### config.mk
export PLATFORM = sky130hd
export DESIGN_NAME = qpn_div_cell
export DESIGN_NICKNAME = d
export VERILOG_FILES = /design/src/hdl/qpn_pkg.sv /design/src/hdl/qpn_div_cell.sv
export SDC_FILE = /design/constraint.sdc
export NUM_CORES = 1
export LEC_CHECK = 0
export ABC_AREA = 1
export BUFFER_PORTS_ARGS = -buffer_cell sky130_fd_sc_hd__buf_2
export CORE_AREA = 5 5 310 312
export CTS_CLUSTER_SIZE = 8
export DETAILED_ROUTE_END_ITERATION = 12
export DIE_AREA = 0 0 315 317
export HOLD_SLACK_MARGIN = 0.1
export SLEW_MARGIN = 20
export SYNTH_ARGS = -nofsm -noshare
export SYNTH_HDL_FRONTEND = slang
export SYNTH_SLANG_ARGS = --single-unit
### constraint.sdc
create_clock -name clk -period 2.3 [get_ports clk]
set_clock_uncertainty 0.2 [all_clocks]
set_input_delay 0.46 -clock clk [delete_from_list [all_inputs] [get_ports clk]]
set_output_delay 0.46 -clock clk [all_outputs]
set_load 0.01 [all_outputs]
### src/hdl/qpn_pkg.sv
// ----------------------------------------------------------------------------
// qpn_pkg
// Shared types and constants for the quaternion product normalizer.
// ----------------------------------------------------------------------------
`default_nettype none
package qpn_pkg;

    // width of one quaternion component on the ports
    localparam int COMP_W = 16;
    // exact product component: 16x16 products, four summed
    localparam int PROD_W = 34;
    // magnitude of a product component
    localparam int MAG_W = 33;
    // scaled magnitudes lie below 2^30
    localparam int NORM_W = 30;
    // sum of four squares of 30-bit values
    localparam int SUM_W = 62;
    // integer square root width
    localparam int ROOT_W = 31;
    // shift amount to bring the largest magnitude into [2^29, 2^30)
    localparam int SHIFT_W = 6;

    typedef logic [MAG_W-1:0] mag_t;
    typedef logic [NORM_W-1:0] nmag_t;

    // sideband that rides along the pipeline with each transaction
    typedef struct packed {
        logic [3:0] neg;
        logic       zero;
    } side_t;

endpackage
`default_nettype wire

### src/hdl/qpn_div_cell.sv
// ----------------------------------------------------------------------------
// qpn_div_cell
// One step of a restoring divider over four lanes, one quotient bit per cell.
// ----------------------------------------------------------------------------
`default_nettype none
module qpn_div_cell
    import qpn_pkg::*;
#(
    parameter int NUM_W = 45,
    parameter int QUO_W = 15
)
(
    input  wire logic                 clk,
    input  wire logic                 rst_n,
    input  wire logic                 in_valid,
    input  wire logic                 en,
    input  wire logic [ROOT_W-1:0]    in_den,
    input  wire logic [ROOT_W:0]      in_rem [4],
    input  wire logic [NUM_W-1:0]     in_num [4],
    input  wire logic [QUO_W-1:0]     in_quo [4],
    input  wire side_t                in_side,
    output logic                      out_valid,
    output logic [ROOT_W-1:0]         out_den,
    output logic [ROOT_W:0]           out_rem [4],
    output logic [NUM_W-1:0]          out_num [4],
    output logic [QUO_W-1:0]          out_quo [4],
    output side_t                     out_side
);

    logic [ROOT_W:0]    shifted [4];
    logic [ROOT_W:0]    rem_next [4];
    logic [NUM_W-1:0]   num_next [4];
    logic [QUO_W-1:0]   quo_next [4];

    // shift in the next numerator bit, subtract when it fits
    always_comb
    begin
        for (int i = 0; i < 4; i++)
        begin
            shifted[i]  = {in_rem[i][ROOT_W-1:0], in_num[i][NUM_W-1]};
            num_next[i] = {in_num[i][NUM_W-2:0], 1'b0};
            if (shifted[i] >= {1'b0, in_den})
            begin
                rem_next[i] = shifted[i] - {1'b0, in_den};
                quo_next[i] = {in_quo[i][QUO_W-2:0], 1'b1};
            end
            else
            begin
                rem_next[i] = shifted[i];
                quo_next[i] = {in_quo[i][QUO_W-2:0], 1'b0};
            end
        end
    end

    always_ff @(posedge clk or negedge rst_n)
    begin
        if (!rst_n)
        begin
            out_valid <= 1'b0;
        end
        else if (en)
        begin
            out_valid <= in_valid;
        end
    end

    always_ff @(posedge clk)
    begin
        if (en)
        begin
            out_den  <= in_den;
            out_rem  <= rem_next;
            out_num  <= num_next;
            out_quo  <= quo_next;
            out_side <= in_side;
        end
    end

endmodule
`default_nettype wire
==> out/results.ini <==
[status]
status = completed

[floorplanning]
dieWidth_um = 315
coreArea_um2 = 92800
dieArea_um2 = 99900
initial_utilization_pct = 25.9
ios = 813
rows = 112
die_h_um = 317

[power]
power_mw = 25.1
p_leak_nw = 20.4
internal_power_mw = 17.1
p_sw_share_pct = 31.8
power.switching_mw = 7.99
power_frac_clock_pct = 33.3
vdd_drop_max_mv = 0.678
p_per_area_nw_per_um2 = 631
combPwrFrac_pct = 29.6
power_frac_seq_pct = 37.1

[finish]
area_growth_pct = 66.0
fillerInstances = 9335
drive_above_1_share_pct = 31.8
layout.nets = 5212

[synthesis]
synth-seq-cells = 401
netlist_top_cells_area = edfxtp_1, nand2_1, inv_1
postSynth.asyncResetShare_pct = 0.249
netlist_instances = 2940
syn_avg_cell_area_um2 = 8.16
synth_most_common_cell = nand2_1
synth_edf_count = 400
synth_top_area_cell = edfxtp_1
yosysUniqueCellTypes = 37
synthesis.area_um2 = 24000
synth_top_area_share_pct = 50.1
seq_area_frac_synth_pct = 50.2
synthFlopType = edfxtp_1
synth_common_cells = nand2_1, inv_1, edfxtp_1
yosysWarnings = 0

[worst_setup_path]
worstPathArrival_ps = 2440
cp-end-kind = flop
worstReg2RegStart = out_valid$_DFFE_PN0P_
rr_worst_depth = 1
path_max_fanout = 30
crit_end = out_rem[75]$_DFFE_PP_
crit_start = in_rem[83]
r2r_end = out_valid$_DFFE_PN0P_
cp-start-kind = input pin
path_class = input pin to flop
critPathRequiredTime_ps = 2500
r2r_slack_ps = 1360

[job]
cap_violations = 0

[sta]
finalSetupViolCount = 0
hold_viol_final = 0
fmax_ghz = 0.446
fin_tns_setup_ps = 0
drv_slew = 0
period_needed_ps = 2240
period_share_pct = 97.5

[clock_network]
clockBufferDepth = 3
clk_pin_slew_ps = 50
root_buffer = clkbuf_16
cts_buffers = 59
clk_latency_ps = 630
cts_tree = built
cts_htree_levels = 2
clock-sinks = 401

[global_route]
overflow = 0
first_global_vias = 25901
grt_pass1_wl_um = 181000
antenna_found_initial = 28
grt_util_all_layers_pct = 25.2
grt_max_degree = 62

[drt]
first_pass_iters = 5
drt_iter0_drc = 2042
wirelength_um = 133000
wire_per_inst_um = 22.3
via_per_inst = 4.41
drc = 0
drtAntennaViolNets = 0
num_vias = 26347

[placement]
numPortBuffers = 800
hpwl_um = 105000
globalplace.congestion = 0.949

[min_path]
hold_path_class = input pin to flop

[metal layers]
layer | vias up | track usage (%) | wire length, um
li1 | 12743 | - | -
met1 | 12286 | 29.5 | 51100
met2 | 1056 | 44.4 | 64600
met3 | 248 | 4.81 | 9420
met4 | 14 | 12.4 | 7830
met5 | - | 0 | 95
[worst min path at each step]
stage                            from               endpoint  slack [ps]  cells past startpoint
after floorplan                 rst_n  out_valid$_DFFE_PN0P_         -40                      0
after global placement          rst_n  out_valid$_DFFE_PN0P_          40                      1
after detailed placement        rst_n  out_valid$_DFFE_PN0P_          40                      1
after CTS                 in_num[134]  out_rem[64]$_DFFE_PP_         150                      6
after global routing       in_rem[59]  out_rem[60]$_DFFE_PP_         120                      3
final                      in_rem[59]  out_rem[60]$_DFFE_PP_         120                      3
[cells in the final DEF (no fill, tap or decap), types with 62 or more instances in the layout]
master	n
nand2_1	1207
dlygate4sd3_1	396
inv_1	536
buf_4	450
clkbuf_16	62
nor2_1	146
nand3_1	163
edfxtp_1	400
buf_2	797
ha_1	114
[state kept, by name (all words and copies together) (netlist names)]
name,flops
out_rem,128
out_side,5
out_num,176
out_quo,60
out_den,31
out_valid,1
[what timing repair did]
action                                 CTS  global route
endpoints found under the hold margin  413             0
setup endpoints to repair                0           102
hold buffers                           398             0
setup buffers                            0             5
resized for setup                        0            56
[power groups by stage]
stage | logic (mW) | registers (mW) | clock network, mW
finish | 7.42 | 9.32 | 8.38
global route | 8.04 | 9.35 | 8.91
CTS | 7.31 | 9.32 | 8.61
detailed placement | 6.69 | 9.43 | 0
global placement | 6.67 | 9.45 | 0
floorplan | 2.51 | 9.72 | 0
[metrics by stage]
stage	worst slack, ps	area (um^2)	util, %	instances	hold slack (ps)
2_1_floorplan	-36.9	24100	-	2943	-35.6
3_3_place_gp	-560	33700	36.3	5463	35.4
3_5_place_dp	-594	33700	36.3	5463	36.4
4_1_cts	3.02	39400	42.5	5951	146
5_1_grt	-30.9	39800	42.9	5969	121
6_report	58.4	39800	42.9	5976	117
[cell type report]
cell class,instances,area (um^2),share of cell area [%]
antenna,17,42.5,0.107
clock buffer,79,1570,3.95
clock inverter,11,140,0.352
inverter,559,2190,5.49
multi-input combinational,1955,9860,24.8
sequential,401,12000,30.2
tap,1254,1570,3.94
timing repair buffer,1698,12400,31.1
timing repair inverter,2,22.5,0.0566
[critical path, cell delays in order]
cell and delay [ps]:
dlygate4sd3_1 540, buf_2 160, ha_4 300, nand2_2 80
nor2_4 140, inv_1 80, nor3_2 160, nand2_1 100
nand2_4 140, inv_8 110, nand2_1 90, nand2_1 70
[cell families (layout without fill, tap and decap cells)]
family	Yosys count	count (layout)	share of synthesized area, %
xor+xnor	56	56	2.04
fa+ha+maj	128	128	6.80
buf+inv	587	2349	9.92
flops	401	401	50.2
simple gates	1670	1670	28.7
other cells	1	21	0.0156
compound gates	96	96	2.24
mux	1	1	0.0469
(Power assumes the default switching activity.)
