**config.mk**
```make
export PLATFORM = sky130hd
export DESIGN_NAME = qpn_sqrt_cell
export DESIGN_NICKNAME = d
export VERILOG_FILES = /design/src/hdl/qpn_pkg.sv /design/src/hdl/qpn_sqrt_cell.sv
export SDC_FILE = /design/constraint.sdc
export NUM_CORES = 1
export LEC_CHECK = 0
export BUFFER_PORTS_ARGS = -buffer_cell sky130_fd_sc_hd__buf_2
export CORE_MARGIN = 2
export CORE_UTILIZATION = 24
export CTS_BUF_LIST = sky130_fd_sc_hd__clkbuf_8
export DETAILED_ROUTE_END_ITERATION = 10
export HOLD_SLACK_MARGIN = 0.12
export MAX_ROUTING_LAYER = met4
export PLACE_DENSITY = 0.62
export SETUP_SLACK_MARGIN = 0.1
export SYNTH_ARGS = -nofsm -noshare
export SYNTH_HDL_FRONTEND = slang
export SYNTH_SLANG_ARGS = --single-unit
```
**constraint.sdc**
```tcl
create_clock -name clk -period 0.8 [get_ports clk]
set_input_delay 0.04 -clock clk [delete_from_list [all_inputs] [get_ports clk]]
set_output_delay 0.04 -clock clk [all_outputs]
set_load 0.02 [all_outputs]
```
**src/hdl/qpn_pkg.sv**
```systemverilog
// ----------------------------------------------------------------------------
// qpn_pkg
// Shared types and constants for the quaternion product normalizer.
// ----------------------------------------------------------------------------
`default_nettype none
package qpn_pkg;

    // width of one quaternion component on the ports
    localparam int COMP_W = 16;
    // exact product component: 16x16 products, four summed
    localparam int PROD_W = 34;
    // magnitude of a product component
    localparam int MAG_W = 33;
    // scaled magnitudes lie below 2^30
    localparam int NORM_W = 30;
    // sum of four squares of 30-bit values
    localparam int SUM_W = 62;
    // integer square root width
    localparam int ROOT_W = 31;
    // shift amount to bring the largest magnitude into [2^29, 2^30)
    localparam int SHIFT_W = 6;

    typedef logic [MAG_W-1:0] mag_t;
    typedef logic [NORM_W-1:0] nmag_t;

    // sideband that rides along the pipeline with each transaction
    typedef struct packed {
        logic [3:0] neg;
        logic       zero;
    } side_t;

endpackage
`default_nettype wire

```
**src/hdl/qpn_sqrt_cell.sv**
```systemverilog
// ----------------------------------------------------------------------------
// qpn_sqrt_cell
// One step of the restoring square root, one result bit per cell.
// ----------------------------------------------------------------------------
`default_nettype none
module qpn_sqrt_cell
    import qpn_pkg::*;
#(
    parameter int STEP = 0
)
(
    input  wire logic              clk,
    input  wire logic              rst_n,
    input  wire logic              in_valid,
    input  wire logic              en,
    input  wire logic [SUM_W-1:0]  in_rem,
    input  wire logic [ROOT_W-1:0] in_root,
    input  wire nmag_t             in_mag [4],
    input  wire side_t             in_side,
    output logic                   out_valid,
    output logic [SUM_W-1:0]       out_rem,
    output logic [ROOT_W-1:0]      out_root,
    output nmag_t                  out_mag [4],
    output side_t                  out_side
);

    localparam int BITPOS = 2 * (ROOT_W - 1 - STEP);

    logic [SUM_W+1:0]  trial;
    logic [SUM_W+1:0]  rem_ext;
    logic [SUM_W-1:0]  rem_next;
    logic [ROOT_W-1:0] root_next;
    logic              fits;

    // trial subtract of (root<<2 | 1) at this bit position
    always_comb
    begin
        rem_ext   = {2'b00, in_rem};
        trial     = (({{(SUM_W+2-ROOT_W){1'b0}}, in_root} << 2) | (SUM_W+2)'(1)) << BITPOS;
        fits      = rem_ext >= trial;
        rem_next  = fits ? SUM_W'(rem_ext - trial) : in_rem;
        root_next = {in_root[ROOT_W-2:0], fits};
    end

    always_ff @(posedge clk or negedge rst_n)
    begin
        if (!rst_n)
        begin
            out_valid <= 1'b0;
        end
        else if (en)
        begin
            out_valid <= in_valid;
        end
    end

    always_ff @(posedge clk)
    begin
        if (en)
        begin
            out_rem  <= rem_next;
            out_root <= root_next;
            out_mag  <= in_mag;
            out_side <= in_side;
        end
    end

endmodule
`default_nettype wire

```
==> impl_metrics.tcl <==
set metrics [dict create \
    outcome "complete, but fails checks" \
    violations "hold timing, setup timing" \
    hold_depth 2 \
    design_area_um2 14000 \
    firstDrtPassIters 4 \
    r2r_cells 1 \
    finalWirelength_um 24800 \
    drive_above_1_share 0.531 \
    gr-total-overflow 0 \
    drv_cap 0 \
    die_y_um 172 \
    synth_area_um2 6780 \
    synth_async_sr_flop_share 0.00457 \
    rsz0062_at_grt "true" \
    relSlewSlack 0.758 \
    dieArea_um2 29600 \
    ys_seq_elements 219 \
    p_sw_frac 0.253 \
    routedWlPerCell_um 17.8 \
    grt_pass1_wl_um 32700 \
    cts.sinks 219 \
    clock_skew_ps 0 \
    worst-path-buf-inv 1 \
    synth_top_area_share 0.966 \
    cts_tree "built" \
    syn_nets 474 \
    nNetsFinal 1210 \
    multi_input_area_um2 293 \
    period_minus_slack_ps 1160 \
    r2r_end "out_valid" \
    antenna_found_initial 1 \
    hold_violations 1 \
    ff2ff_setup_slack_ps 10 \
    setup.worst_path.start_class "flop" \
    hold_class "input port to flop" \
    switching_power_w 0.00718 \
    p_leak_nw 5.88 \
    place_area_um2 9850 \
    holdPathEnd "out_valid" \
    crit_family "flip-flops" \
    regArea_um2 6570 \
    synth_common_cells "edfxtp_1, nor4_1, nand4_1" \
    placedCellCount 1104 \
    track_usage 0.152 \
    cp.arrival_ps 1120 \
    p_seq_frac 0.497 \
    fin_hold_ws_ps -5.84 \
    yosys_warnings 0 \
    fmax_mhz 861 \
    fp.dieW_um 172 \
    cts.path.max_buffers 3 \
    path_max_fanout 1 \
    final_antenna_net_count 0 \
    cp_slowest_stage_delay_ps 440 \
    synth_edf_count 218 \
    worst_pin_slew_ps 360 \
    numCtsBuffers 38 \
    p_clk_frac 0.325 \
    startpoint "out_mag[34]" \
    start_util 0.244 \
    crit_slowest_cell "edfxtp_1" \
    fill_cells 2249 \
    ys.flop_type "edfxtp_1" \
    synth_cell_type_count 12 \
    io_pins 441 \
    combPwrFrac 0.178 \
    drc 0 \
    peakVddDrop_uv 1470 \
    post-synth-top-count-cell "edfxtp_1" \
    final_util 0.505 \
    dr_total_vias 5569 \
    dr.first_iter.drc_count 262 \
    hpwl_um 14600 \
    final_cell_count_no_fill 1392 \
    core_um2 27800 \
    grt_start_max_net_pins 38 \
    area_delta_synth_final_pct 107 \
    maxSlewViolCount 0 \
    rows 61 \
    cts.htree.levels 2 \
    worstSetupPathType "flop to output pin" \
    clk_latency_ps 500 \
    synth_area_leader_cell "edfxtp_1" \
    synth.area.top_cells "edfxtp_1, nor4_1, dfrtp_1" \
    r2r_start "out_valid" \
    crit_path_end_kind "output pin" \
    clk_pin_slew_ps 60 \
    setup_viol 222 \
    fin_tns_setup_ps -62750 \
    seq_area_frac_synth 0.969 \
    critical_path_required_ps 760 \
    intPower_w 0.0212 \
    hp-start "en" \
    portBuffers 439 \
    synth.avg_cell_area_um2 27.1 \
    min_period_over_period 1.45 \
    p_per_area_nw_per_um2 2020 \
    cts_root_buf "clkbuf_8" \
    fin_ws_ps -362 \
    via_per_inst 4.00 \
    crit_chain "buf_6" \
    syn_inst 250 \
    grt_pass1_vias 6076 \
    gp_congestion 0.786 \
]
-- repair_timing --
action,in CTS,in global routing
endpoints found under the setup margin,223,223
buffers inserted,1,0
resized for setup,197,211
endpoints found under the hold margin,437,221
hold buffers,219,1
pin swaps,6,4
-- per-layer routing --
metal	share of wire	GRT usage	up-vias	routed length [um]
li1	-	-	2523	-
met1	0.35	0.156	2704	8740
met2	0.54	0.276	303	13300
met3	0.093	0.0485	39	2310
met4	0.017	0.0486	0	431
met5	0	-	-	0
-- cells in the final DEF (no fill, tap or decap), types with 2 or more instances in the layout --
| cell | count |
|---|---|
| buf_12 | 4 |
| buf_2 | 238 |
| buf_4 | 34 |
| buf_6 | 200 |
| clkbuf_8 | 42 |
| clkinv_1 | 7 |
| clkinv_2 | 2 |
| clkinvlp_4 | 2 |
| dlygate4sd3_1 | 219 |
| edfxtp_1 | 218 |
| inv_1 | 15 |
| nand4_1 | 4 |
| nor4_1 | 8 |
| nor4_2 | 4 |
| nor4_4 | 3 |
-- registers in the layout (all words and copies together), names as in the netlist --
register	cells
out_mag	120
out_rem	62
out_root	31
out_side	5
out_valid	1
-- power groups by stage --
stage                     registers [W]   logic, W  clock network [W]
after floorplan                  0.0153  0.0000479                  0
after global placement           0.0141    0.00317                  0
after detailed placement         0.0141    0.00319                  0
after CTS                        0.0140    0.00450            0.00950
after global routing             0.0142    0.00527             0.0100
final                            0.0141    0.00504            0.00923
-- worst max-delay path by stage --
stage	end	slack [ps]	cells past startpoint
after global placement	out_rem[60]	-930	7
after floorplan	out_rem[60]	-350	5
final	out_mag[34]	-360	1
after global routing	out_rem[60]	-410	1
after detailed placement	out_rem[61]	-880	7
after CTS	out_rem[60]	-400	1
-- area by class of cell --
cell class / instances / share of cell area
sequential: 219 / 0.469
timing repair buffer: 696 / 0.427
clock buffer: 42 / 0.0412
tap: 378 / 0.0337
multi-input combinational: 28 / 0.0209
clock inverter: 25 / 0.00740
inverter: 3 / 0.00134
antenna: 1 / 0.000178
-- cell families after synthesis --
logic type / after synthesis / share of synthesized area
flops: 219 / 0.969
mux: 2 / 0.00314
simple gates: 23 / 0.0209
fa+ha+maj: 2 / 0.00369
buf+inv: 3 / 0.00166
xor+xnor: 1 / 0.00129
-- metrics by stage --
step                      worst slack, ps  power [W]
after detailed placement             -882     0.0173
after floorplan                      -354     0.0154
after global routing                 -409     0.0295
after CTS                            -398     0.0280
after global placement               -929     0.0172
final                                -362     0.0284
(Power assumes the default switching activity.)
